**src/sv/jsu_pkg.sv**
```systemverilog
`timescale 1ns / 1ps

package jsu_pkg;

    // Result kinds as they appear on the result channel.
    typedef enum logic [2:0] {
        K_DATA   = 3'd0,
        K_END    = 3'd1,
        K_BADESC = 3'd2,
        K_BADHEX = 3'd3,
        K_CTRL   = 3'd4
    } kind_t;

    // Decoder phase.
    typedef enum logic [2:0] {
        PH_TEXT,
        PH_ESC,
        PH_HEX,
        PH_DONE,
        PH_DEAD
    } phase_t;

    localparam int unsigned MaxRes = 4;

    localparam logic [7:0] ChQuote     = 8'h22;
    localparam logic [7:0] ChBackslash = 8'h5C;
    localparam logic [7:0] ChU         = 8'h75;
    localparam logic [7:0] CtrlLimit   = 8'h20;

    localparam logic [15:0] HighSurLo = 16'hD800;
    localparam logic [15:0] HighSurHi = 16'hDBFF;
    localparam logic [20:0] SuppBase  = 21'h10000;

    // One result beat held in the output buffer.
    typedef struct packed {
        logic [7:0] out_byte;
        kind_t      kind;
        logic       last;
    } res_t;

    // A UTF-8 encoding: up to four bytes, first byte at index 0.
    typedef struct packed {
        logic [3:0][7:0] b;
        logic [2:0]      n;
    } enc_t;

    // Hex digit value with a valid flag in the top bit.
    function automatic logic [4:0] hex_val(input logic [7:0] c);
        logic [4:0] r;
        r = 5'd0;
        if (c >= 8'h30 && c <= 8'h39) begin
            r = {1'b1, 4'(c - 8'h30)};
        end
        else if (c >= 8'h41 && c <= 8'h46) begin
            r = {1'b1, 4'(c - 8'h37)};
        end
        else if (c >= 8'h61 && c <= 8'h66) begin
            r = {1'b1, 4'(c - 8'h57)};
        end
        return r;
    endfunction

    // Named escape character with a valid flag in the top bit.
    function automatic logic [8:0] named_escape(input logic [7:0] c);
        logic [8:0] r;
        r = 9'd0;
        case (c)
            8'h22: r = {1'b1, 8'h22};
            8'h5C: r = {1'b1, 8'h5C};
            8'h2F: r = {1'b1, 8'h2F};
            8'h62: r = {1'b1, 8'h08};
            8'h66: r = {1'b1, 8'h0C};
            8'h74: r = {1'b1, 8'h09};
            8'h72: r = {1'b1, 8'h0D};
            8'h6E: r = {1'b1, 8'h0A};
            default: r = 9'd0;
        endcase
        return r;
    endfunction

    function automatic enc_t utf8_encode(input logic [20:0] cp);
        enc_t e;
        e.b = '0;
        if (cp < 21'h80) begin
            e.b[0] = cp[7:0];
            e.n    = 3'd1;
        end
        else if (cp < 21'h800) begin
            e.b[0] = {3'b110, cp[10:6]};
            e.b[1] = {2'b10, cp[5:0]};
            e.n    = 3'd2;
        end
        else if (cp < 21'h10000) begin
            e.b[0] = {4'b1110, cp[15:12]};
            e.b[1] = {2'b10, cp[11:6]};
            e.b[2] = {2'b10, cp[5:0]};
            e.n    = 3'd3;
        end
        else begin
            e.b[0] = {5'b11110, cp[20:18]};
            e.b[1] = {2'b10, cp[17:12]};
            e.b[2] = {2'b10, cp[11:6]};
            e.b[3] = {2'b10, cp[5:0]};
            e.n    = 3'd4;
        end
        return e;
    endfunction

endpackage

```
**src/sv/jsu_in_if.sv**
```systemverilog
`timescale 1ns / 1ps

interface jsu_in_if;
    logic       valid;
    logic       ready;
    logic [7:0] in_byte;
    logic       restart;

    modport source (output valid, output in_byte, output restart, input ready);
    modport sink   (input valid, input in_byte, input restart, output ready);
endinterface

```
**src/sv/jsu_out_if.sv**
```systemverilog
`timescale 1ns / 1ps

interface jsu_out_if;
    logic       valid;
    logic       ready;
    logic [7:0] out_byte;
    logic [2:0] kind;
    logic       last;

    modport source (output valid, output out_byte, output kind, output last, input ready);
    modport sink   (input valid, input out_byte, input kind, input last, output ready);
endinterface

```
**src/sv/json_string_unescape_utf8_top.sv**
```systemverilog
`timescale 1ns / 1ps

// Channel  Direction  Beat payload                 Notes
// rx       in         in_byte[7:0], restart        one raw string-body byte per beat
// tx       out        out_byte[7:0], kind[2:0],    0 to 4 beats per rx beat,
//                     last                         last marks the final one
//
// Each rx beat is decoded in the cycle it is accepted and its results land in a
// four-entry output buffer, leaving at one beat per cycle from the next cycle.
// A byte's results hold off the next byte until they have all left, which sets
// the input rate; rx is ready when the buffer is empty or its last
// entry is leaving this cycle. Reset (rst_n low, asynchronous) empties the buffer
// and returns the decoder to normal text. A tx stall holds the head, and so rx.

module json_string_unescape_utf8_top
(
    input  logic          clk,
    input  logic          rst_n,
    jsu_in_if.sink        rx,
    jsu_out_if.source     tx
);

    import jsu_pkg::*;

    // Decoder state.
    phase_t      phase_reg, phase_next;
    logic [15:0] accum_reg, accum_next;
    logic [1:0]  digits_reg, digits_next;
    logic [9:0]  held_reg, held_next;
    logic        held_v_reg, held_v_next;

    // Output buffer: a short shift line, head at index zero.
    res_t        buf_reg [MaxRes];
    res_t        buf_next [MaxRes];
    logic [2:0]  cnt_reg, cnt_next;

    logic        in_acc;
    logic        out_acc;

    // State as seen by the current byte, after any restart.
    phase_t      phase_eff;
    logic [15:0] accum_eff;
    logic [1:0]  digits_eff;
    logic [9:0]  held_eff;
    logic        held_v_eff;

    logic [7:0]  c;
    logic [4:0]  hv;
    logic [8:0]  ne;
    logic [15:0] v;
    logic [20:0] cp;
    enc_t        enc;

    // Decisions for this byte.
    logic        flush;
    logic [2:0]  main_n;
    kind_t       main_kind;
    logic [3:0][7:0] main_b;

    assign c   = rx.in_byte;
    assign hv  = hex_val(c);
    assign ne  = named_escape(c);
    assign v   = {accum_eff[11:0], hv[3:0]};

    assign in_acc  = rx.valid && rx.ready;
    assign out_acc = tx.valid && tx.ready;

    assign rx.ready = (cnt_reg == 3'd0) || ((cnt_reg == 3'd1) && tx.ready);

    always_comb
    begin
        if (rx.restart)
        begin
            phase_eff  = PH_TEXT;
            accum_eff  = '0;
            digits_eff = '0;
            held_eff   = '0;
            held_v_eff = 1'b0;
        end
        else
        begin
            phase_eff  = phase_reg;
            accum_eff  = accum_reg;
            digits_eff = digits_reg;
            held_eff   = held_reg;
            held_v_eff = held_v_reg;
        end
    end

    // Next state and the decisions that shape this byte's results.
    always_comb
    begin
        phase_next  = phase_eff;
        accum_next  = accum_eff;
        digits_next = digits_eff;
        held_next   = held_eff;
        held_v_next = held_v_eff;
        flush       = 1'b0;
        main_n      = 3'd0;
        main_kind   = K_DATA;
        main_b      = '0;
        cp          = {5'd0, v};
        enc         = utf8_encode(cp);

        unique case (phase_eff) inside
            PH_TEXT:
            begin
                if (c != ChBackslash)
                begin
                    // Anything but a backslash releases a held surrogate first.
                    flush       = held_v_eff;
                    held_next   = '0;
                    held_v_next = 1'b0;
                end
                if (c == ChQuote)
                begin
                    main_n     = 3'd1;
                    main_kind  = K_END;
                    phase_next = PH_DONE;
                end
                else if (c == ChBackslash)
                begin
                    phase_next = PH_ESC;
                end
                else if (c < CtrlLimit)
                begin
                    main_n     = 3'd1;
                    main_kind  = K_CTRL;
                    phase_next = PH_DEAD;
                end
                else
                begin
                    main_n    = 3'd1;
                    main_b[0] = c;
                end
            end
            PH_ESC:
            begin
                if (c == ChU)
                begin
                    phase_next  = PH_HEX;
                    accum_next  = '0;
                    digits_next = '0;
                end
                else if (ne[8])
                begin
                    flush       = held_v_eff;
                    held_next   = '0;
                    held_v_next = 1'b0;
                    main_n      = 3'd1;
                    main_b[0]   = ne[7:0];
                    phase_next  = PH_TEXT;
                end
                else
                begin
                    // A bad escape drops any held surrogate silently.
                    held_next   = '0;
                    held_v_next = 1'b0;
                    main_n      = 3'd1;
                    main_kind   = K_BADESC;
                    phase_next  = PH_DEAD;
                end
            end
            PH_HEX:
            begin
                if (!hv[4])
                begin
                    held_next   = '0;
                    held_v_next = 1'b0;
                    main_n      = 3'd1;
                    main_kind   = K_BADHEX;
                    phase_next  = PH_DEAD;
                end
                else
                begin
                    // Release a held surrogate once the value can no longer
                    // turn out to be a low surrogate.
                    if (held_v_eff &&
                        (((digits_eff == 2'd0) && (hv[3:0] != 4'hD)) ||
                         ((digits_eff == 2'd1) && (hv[3:0] < 4'hC))))
                    begin
                        flush       = 1'b1;
                        held_next   = '0;
                        held_v_next = 1'b0;
                    end
                    accum_next = v;
                    if (digits_eff != 2'd3)
                    begin
                        digits_next = digits_eff + 2'd1;
                    end
                    else
                    begin
                        digits_next = '0;
                        accum_next  = '0;
                        phase_next  = PH_TEXT;
                        if (held_v_eff)
                        begin
                            // Pair with the held high surrogate.
                            cp          = SuppBase + {1'b0, held_eff, v[9:0]};
                            enc         = utf8_encode(cp);
                            main_n      = enc.n;
                            main_b      = enc.b;
                            held_next   = '0;
                            held_v_next = 1'b0;
                        end
                        else if ((v >= HighSurLo) && (v <= HighSurHi))
                        begin
                            held_next   = v[9:0];
                            held_v_next = 1'b1;
                        end
                        else
                        begin
                            main_n = enc.n;
                            main_b = enc.b;
                        end
                    end
                end
            end
            PH_DONE, PH_DEAD:
            begin
                phase_next = phase_eff;
            end
            default:
            begin
                phase_next = phase_eff;
            end
        endcase
    end

    // Result entries and the buffer's next contents.
    always_comb
    begin
        res_t       ent [MaxRes];
        logic [2:0] n;

        for (int i = 0; i < MaxRes; i++)
        begin
            ent[i] = '{out_byte: 8'h00, kind: K_DATA, last: 1'b0};
        end

        if (flush)
        begin
            // A lone high surrogate D800+h encodes as ED, A0|h[9:6], 80|h[5:0].
            ent[0].out_byte = 8'hED;
            ent[1].out_byte = {4'hA, held_eff[9:6]};
            ent[2].out_byte = {2'b10, held_eff[5:0]};
            ent[3].out_byte = main_b[0];
            ent[3].kind     = main_kind;
            n               = 3'd3 + main_n;
        end
        else
        begin
            for (int i = 0; i < MaxRes; i++)
            begin
                ent[i].out_byte = main_b[i];
                ent[i].kind     = main_kind;
            end
            n = main_n;
        end

        for (int i = 0; i < MaxRes; i++)
        begin
            ent[i].last = (3'(i) == (n - 3'd1));
        end

        if (in_acc)
        begin
            for (int i = 0; i < MaxRes; i++)
            begin
                buf_next[i] = ent[i];
            end
            cnt_next = n;
        end
        else if (out_acc)
        begin
            for (int i = 0; i < MaxRes - 1; i++)
            begin
                buf_next[i] = buf_reg[i + 1];
            end
            buf_next[MaxRes - 1] = buf_reg[MaxRes - 1];
            cnt_next = cnt_reg - 3'd1;
        end
        else
        begin
            for (int i = 0; i < MaxRes; i++)
            begin
                buf_next[i] = buf_reg[i];
            end
            cnt_next = cnt_reg;
        end
    end

    always_ff @(posedge clk or negedge rst_n)
    begin
        if (!rst_n)
        begin
            phase_reg  <= PH_TEXT;
            accum_reg  <= '0;
            digits_reg <= '0;
            held_reg   <= '0;
            held_v_reg <= 1'b0;
            cnt_reg    <= '0;
        end
        else
        begin
            if (in_acc)
            begin
                phase_reg  <= phase_next;
                accum_reg  <= accum_next;
                digits_reg <= digits_next;
                held_reg   <= held_next;
                held_v_reg <= held_v_next;
            end
            cnt_reg <= cnt_next;
        end
    end

    always_ff @(posedge clk)
    begin
        for (int i = 0; i < MaxRes; i++)
        begin
            buf_reg[i] <= buf_next[i];
        end
    end

    assign tx.valid    = (cnt_reg != 3'd0);
    assign tx.out_byte = buf_reg[0].out_byte;
    assign tx.kind     = buf_reg[0].kind;
    assign tx.last     = buf_reg[0].last;

    // The buffer never holds more than one byte's worth of results.
    a_cnt_bound: assert property (@(posedge clk) disable iff (!rst_n)
        cnt_reg <= 3'(MaxRes))
        else $error("output buffer count out of range");

    // The marked final beat is always the last entry in the buffer.
    a_last_at_end: assert property (@(posedge clk) disable iff (!rst_n)
        (tx.valid && tx.last) |-> (cnt_reg == 3'd1))
        else $error("last beat presented with entries still behind it");

    // Only data beats carry a byte value.
    a_zero_payload: assert property (@(posedge clk) disable iff (!rst_n)
        (tx.valid && (tx.kind != K_DATA)) |-> (tx.out_byte == 8'h00))
        else $error("non-data beat with nonzero byte");

    // An error beat leaves the decoder dead with nothing held.
    a_err_dead: assert property (@(posedge clk) disable iff (!rst_n)
        (tx.valid && ((tx.kind == K_BADESC) || (tx.kind == K_BADHEX) ||
                      (tx.kind == K_CTRL)))
        |-> ((phase_reg == PH_DEAD) && !held_v_reg))
        else $error("error beat without dead decoder");

    // A surrogate is held only while the string is still open.
    a_held_open: assert property (@(posedge clk) disable iff (!rst_n)
        held_v_reg |-> ((phase_reg == PH_TEXT) || (phase_reg == PH_ESC) ||
                        (phase_reg == PH_HEX)))
        else $error("surrogate held after end of string");

endmodule

```
**src/flat_wrapper.sv**
```systemverilog
// flat-port wrapper written by rule: the top's interface ports become plain ports
module json_string_unescape_utf8_top_flat import jsu_pkg::*;
  (clk, rst_n, rx_valid, rx_in_byte, rx_restart, rx_ready, tx_valid, tx_out_byte, tx_kind, tx_last, tx_ready);
  jsu_in_if rx_i ();
  jsu_out_if tx_i ();
  input  logic clk;
  input  logic rst_n;
  input wire logic [$bits(rx_i.valid)-1:0] rx_valid;
  input wire logic [$bits(rx_i.in_byte)-1:0] rx_in_byte;
  input wire logic [$bits(rx_i.restart)-1:0] rx_restart;
  output wire logic [$bits(rx_i.ready)-1:0] rx_ready;
  output wire logic [$bits(tx_i.valid)-1:0] tx_valid;
  output wire logic [$bits(tx_i.out_byte)-1:0] tx_out_byte;
  output wire logic [$bits(tx_i.kind)-1:0] tx_kind;
  output wire logic [$bits(tx_i.last)-1:0] tx_last;
  input wire logic [$bits(tx_i.ready)-1:0] tx_ready;
  assign rx_i.valid = rx_valid;
  assign rx_i.in_byte = rx_in_byte;
  assign rx_i.restart = rx_restart;
  assign rx_ready = rx_i.ready;
  assign tx_valid = tx_i.valid;
  assign tx_out_byte = tx_i.out_byte;
  assign tx_kind = tx_i.kind;
  assign tx_last = tx_i.last;
  assign tx_i.ready = tx_ready;
  json_string_unescape_utf8_top u_core (.clk(clk), .rst_n(rst_n), .rx(rx_i), .tx(tx_i));
endmodule
```
**config.mk**
```make
export PLATFORM = sky130hd
export DESIGN_NAME = json_string_unescape_utf8_top_flat
export DESIGN_NICKNAME = d
export VERILOG_FILES = /design/src/sv/jsu_pkg.sv /design/src/sv/jsu_in_if.sv /design/src/sv/jsu_out_if.sv /design/src/sv/json_string_unescape_utf8_top.sv /design/src/flat_wrapper.sv
export SDC_FILE = /design/constraint.sdc
export NUM_CORES = 1
export LEC_CHECK = 0
export BUFFER_PORTS_ARGS = -buffer_cell sky130_fd_sc_hd__clkbuf_2
export CAP_MARGIN = 20
export CELL_PAD_IN_SITES_DETAIL_PLACEMENT = 1
export CELL_PAD_IN_SITES_GLOBAL_PLACEMENT = 2
export CORE_MARGIN = 2
export CORE_UTILIZATION = 35
export DETAILED_ROUTE_END_ITERATION = 10
export GPL_TIMING_DRIVEN = 1
export PLACE_DENSITY = 0.87
export SYNTH_ARGS = -nofsm -noshare
export SYNTH_HDL_FRONTEND = slang
export SYNTH_SLANG_ARGS = --single-unit
```
**constraint.sdc**
```tcl
create_clock -name clk -period 4 [get_ports clk]
set_input_delay 0.4 -clock clk [delete_from_list [all_inputs] [get_ports clk]]
set_output_delay 0.4 -clock clk [all_outputs]
set_load 0.005 [all_outputs]
```
Yosys cells after proc, flatten, opt, wreduce, memory -nomap -nowiden
Memories as Yosys holds them, arrays and structs flattened.
Cells that the tools add are included.
Storage, ports and cells
  input port bits: 13
  logic and storage cells: 172
  RAM bits: 48
  memories: 1
  register bits after elaboration: 35
  output and inout bits: 14
Operators by class
  magnitude comparators: 15
  eq/ne operators: 19
  add/sub/neg operators: 8
  reduce and logical (&&, ||, !) cells: 18
  multiplexer cells: 105
Memory list
  u_core.buf_reg: depth 4, width 12, rd ports 4, clocked after memory_dff 0, write ports 4, RTL line json_string_unescape_utf8_top.sv:33  | res_t buf_reg [MaxRes];
Operator list (count)
  two-way mux 27 bit: 6
  two-way mux 19 bit: 7
  two-way mux 32 bit: 4
  two-way mux 16 bit: 6
  two-way mux 48 bit: 2
  two-way mux 10 bit: 8
  two-way mux 8 bit: 10
  case mux 9 bit (8 select lines): 1
  two-way mux 3 bit: 21
  equality test 8 x 7 -> 1 bit, second input constant: 7
  two-way mux 24 bit: 2
  two-way mux 11 bit: 3
  case mux 16 bit (2 select lines): 1
  case mux 10 bit (3 select lines): 1
  case mux 3 bit (3 select lines): 3
  two-way mux 25 bit: 1
  case mux 8 bit (3 select lines): 1
  adder 17 x 20 -> 21 bit, first input constant: 1
  less-than comparator 21 x 12 -> 1 bit, second input constant: 1
  less-than comparator 21 x 17 -> 1 bit, second input constant: 1
  less-than comparator 21 x 8 -> 1 bit, second input constant: 1
  two-way mux 17 bit: 1
  equality test 8 x 6 -> 1 bit, second input constant: 2
  greater-or-equal comparator 16 bit, second input constant: 1
  other kinds (33): 73

Logic depth before layout (Yosys ltp)
  depth after elaboration: 30
  mapped depth: 20
  gate-level depth less buffers: 19

Worst setup path after synthesis
No wires, ideal clock.
  path type: input port to flip-flop
  from: input rx_restart
  to: memory u_core.buf_reg[2][0] (netlist name), data pin
  data required time: 3.837 ns
  cell stages on the path: 20
  path buffers: 3
  arrival time: 4.229 ns
  slack: -0.391 ns
  setup time: 0.163 ns
  cells stage by stage: buf_6 > clkbuf_1 > clkbuf_1 > nor2b_1 > ha_1 > a211oi_1 > a32oi_1 > nor2_1 > a21oi_1 > o311ai_4 > inv_1 > ha_1 > nor2_1 > nand2_1 > o2bb2ai_1 > xnor2_1 > ha_1 > nor2_1 > nand2_1 > o221ai_1
RTL lines
  start: declaration: RTL line flat_wrapper.sv:10  | input wire logic [$bits(rx_i.restart)-1:0] rx_restart;
  end: declaration: RTL line json_string_unescape_utf8_top.sv:33

==> impl_metrics.csv <==
group,metric,value,unit
run_status,status,"complete, no violations",
yosys,ys_types,84,
sta,period_share,94.2,%
die,die_x,130,um
setup_path,critPathCaptureType,"register",
sta,period_minus_slack,3770,ps
yosys,yosys_most_used_dff,"edfxtp_1",
routing,first_pass_iters,5,
sta,slew_headroom,36.4,%
setup_path,crit_required,4180,ps
yosys,synth_top_area_share,24.7,%
routing,vias,5444,
routing,route.met2.wl,9660,um
routing,wl_met1,9570,um
placed_design,io_buffers,26,
yosys,yosysWarningCount,0,
routing,ant_nets,0,
yosys,syn-num-nets,666,
grt,grt_max_degree,35,
finish,nets,707,
grt,grt_pass1_vias,5621,
run,drv_cap,0,
setup_path,cp.arrival,3950,ps
placed_design,dp_hpwl,16000,um
finish,diodes,0,
yosys,async_reset_ff_share,39.2,%
sta,setup_slack,232,ps
clock_tree,postCtsHoldBufs,0,
setup_path,critical_path.max_stage_delay,430,ps
sta,final_max_slew_viol_count,0,
min_path,min_path_type,"input port to asynchronous set/reset pin",
die,die_area,17000,um^2
grt,grt_use_total,26.1,%
yosys,syn_avg_cell_area,8.75,um^2
finish,syn2layout_area_growth,16.7,%
routing,vias_per_cell,6.04,
clock_tree,cts_max_path_buffers,2,
die,start_util,35.5,%
placed_design,gp_congestion,0.953,
setup_path,critical_path_class,"register to register",
finish,fin_util,41.4,%
yosys,syn_inst,640,
die,core,15800,um^2
pwr,cellPowerDensity,519,nW/um^2
yosys,ys_ff_latch,79,
clock_tree,clock-sinks,79,
routing,drc_errors,0,
setup_path,slowest_stage,"dfrtp_1",
grt,grt-ovfl-total,0,
clock_tree,cts_setup_buffers,0,
sta,setup_viol,0,
routing,highest_layer,"met4",
sta,worst_pin_slew,953,ps
yosys,netlist.top_cell.by_area,"edfxtp_1",
die,ios,27,
routing,wl,21100,um
pwr,power.leakage,2.56,nW
finish,fillCellCount,1903,
routing,wl_per_cell,23.4,um
clock_tree,worstSkewPairLatency,360,ps
clock_tree,cts-htree-levels,3,
yosys,ys_top_cells_by_area,"edfxtp_1, dfrtp_1, a21oi_1, nand2_1, o21ai_0",
clock_tree,clk_pin_slew,70,ps
routing,wl_met3,1360,um
pwr,power.ir.vdd_worst,244,uV
clock_tree,root_buffer,"clkbuf_16",
setup_path,crit_chain,"nor2b_4, ha_4, a211oi_4, a32o_2, a41o_1, a21oi_1, o311ai_4, inv_1, ha_1, nor2_2, nand2_1, o2bb2ai_2, xnor2_1, ha_1, nor2_1, nand2_1, o221ai_1",
yosys,synth-edff-count,46,
sta,grt_setup_unrepaired,"false",
grt,grt_pass1_wl,32900,um
clock_tree,cts_made_buffers,9,
setup_path,path_max_fanout,4,
placed_design,pre_cts_ws,-42.4,ps
die,core.rowCount,46,
yosys,syn_area,5600,um^2
finish,layout-drive-gt1-share,17.5,%
sta,hold_violations,0,
routing,drt_iter0_drc,426,
sta,max_freq,0.265,GHz
die,fp.dieH,130,um
grt,antenna_found_initial,0,
sta,fin_skew,11.5,ps
setup_path,start_kind,"register",
clock_tree,cts.repair.resized,0,
finish,largest_reg_flops,48,
clock_tree,cts_tree,"done",
yosys,seq_area_frac_synth,39.2,%
[cell families after synthesis]
| logic type | count (synthesis) | share of synthesized area [%] |
|---|---|---|
| adder cells (fa/ha/maj) | 13 | 2.91 |
| AO/OA/AOI/OAI | 248 | 30.5 |
| AND/OR/NAND/NOR | 224 | 20.0 |
| flip-flops | 79 | 39.2 |
| XOR/XNOR | 5 | 0.782 |
| multiplexers | 7 | 1.39 |
| buffers and inverters | 64 | 5.12 |
[path summary, 6_finish.rpt]
path | startpoint | end | slack, ps | depth (start not counted)
min in group clk | tx_ready | u_core.cnt_reg[2] | 450 | 3
max reg2reg | u_core.held_reg[7] | u_core.buf_reg[1][0] | 230 | 17
min reg2reg | u_core.buf_reg[2][10] | u_core.buf_reg[1][10] | 470 | 2
max in group asynchronous | rst_n | u_core.held_reg[6] | 3220 | 1
min | rst_n | u_core.held_reg[1] | 150 | 1
max | u_core.held_reg[7] | u_core.buf_reg[1][0] | 230 | 17
[per-stage QoR]
step	cells	cell area, um^2	hold WS (ps)	total power [W]	setup TNS, ps
after floorplan	640	5610	104	0.00196	0
after global placement	886	6150	442	0.00233	0
after detailed placement	886	6150	462	0.00238	-52.7
after CTS	902	6490	186	0.00338	0
after global routing	902	6540	217	0.00358	0
final	902	6540	148	0.00339	0
[synth_stat cells, types with 12 or more instances]
master	number
ha_1	13
inv_1	22
nor3_1	17
nor2_1	51
nand3_1	20
a21oi_1	57
nor2b_1	12
clkbuf_1	23
a22oi_1	16
a22o_1	14
edfxtp_1	46
dfrtp_1	31
nand2_1	75
o21ai_0	46
[layout by cell type (no fill, tap or decap), drive strengths merged, types with 14 or more instances in the layout]
cell	count
clkbuf	36
dfrtp	31
nand2	77
edfxtp	46
a22oi	16
buf	44
o21ai	56
a21oi	60
nand3	21
a22o	14
nor3	19
nor2	52
inv	24
[routing by layer]
layer / vias up / track usage [%]
met5: - / 0
met3: 38 / 5.90
met1: 2701 / 35.6
li1: 2518 / -
met2: 187 / 41.4
met4: 0 / 8.14
[power breakdown]
part | switching [W] | internal, W | total [W]
Clock | 0.000366 | 0.000614 | 0.000980
Combinational | 0.000700 | 0.000413 | 0.00111
Sequential | 0.000143 | 0.00115 | 0.00130
Total | 0.00121 | 0.00218 | 0.00339
[final cells by class]
cell class                 instances  area, um^2  area share, %
clock buffer                      10         229           3.50
sequential                        79        2200           33.6
timing repair buffer              70         460           7.05
clock inverter                     6         116           1.78
tap                              216         270           4.14
multi-input combinational        497        3170           48.5
inverter                          24        90.1           1.38
[worst max-delay path, delay by kind of cell, from the launching register on]
kind	cells	cell delay [ps]
compound gates	7	1460
xor+xnor	1	160
fa+ha+maj	3	700
buf+inv	1	100
flops	1	430
simple gates	5	730
Power figures use the tool's default switching activity.
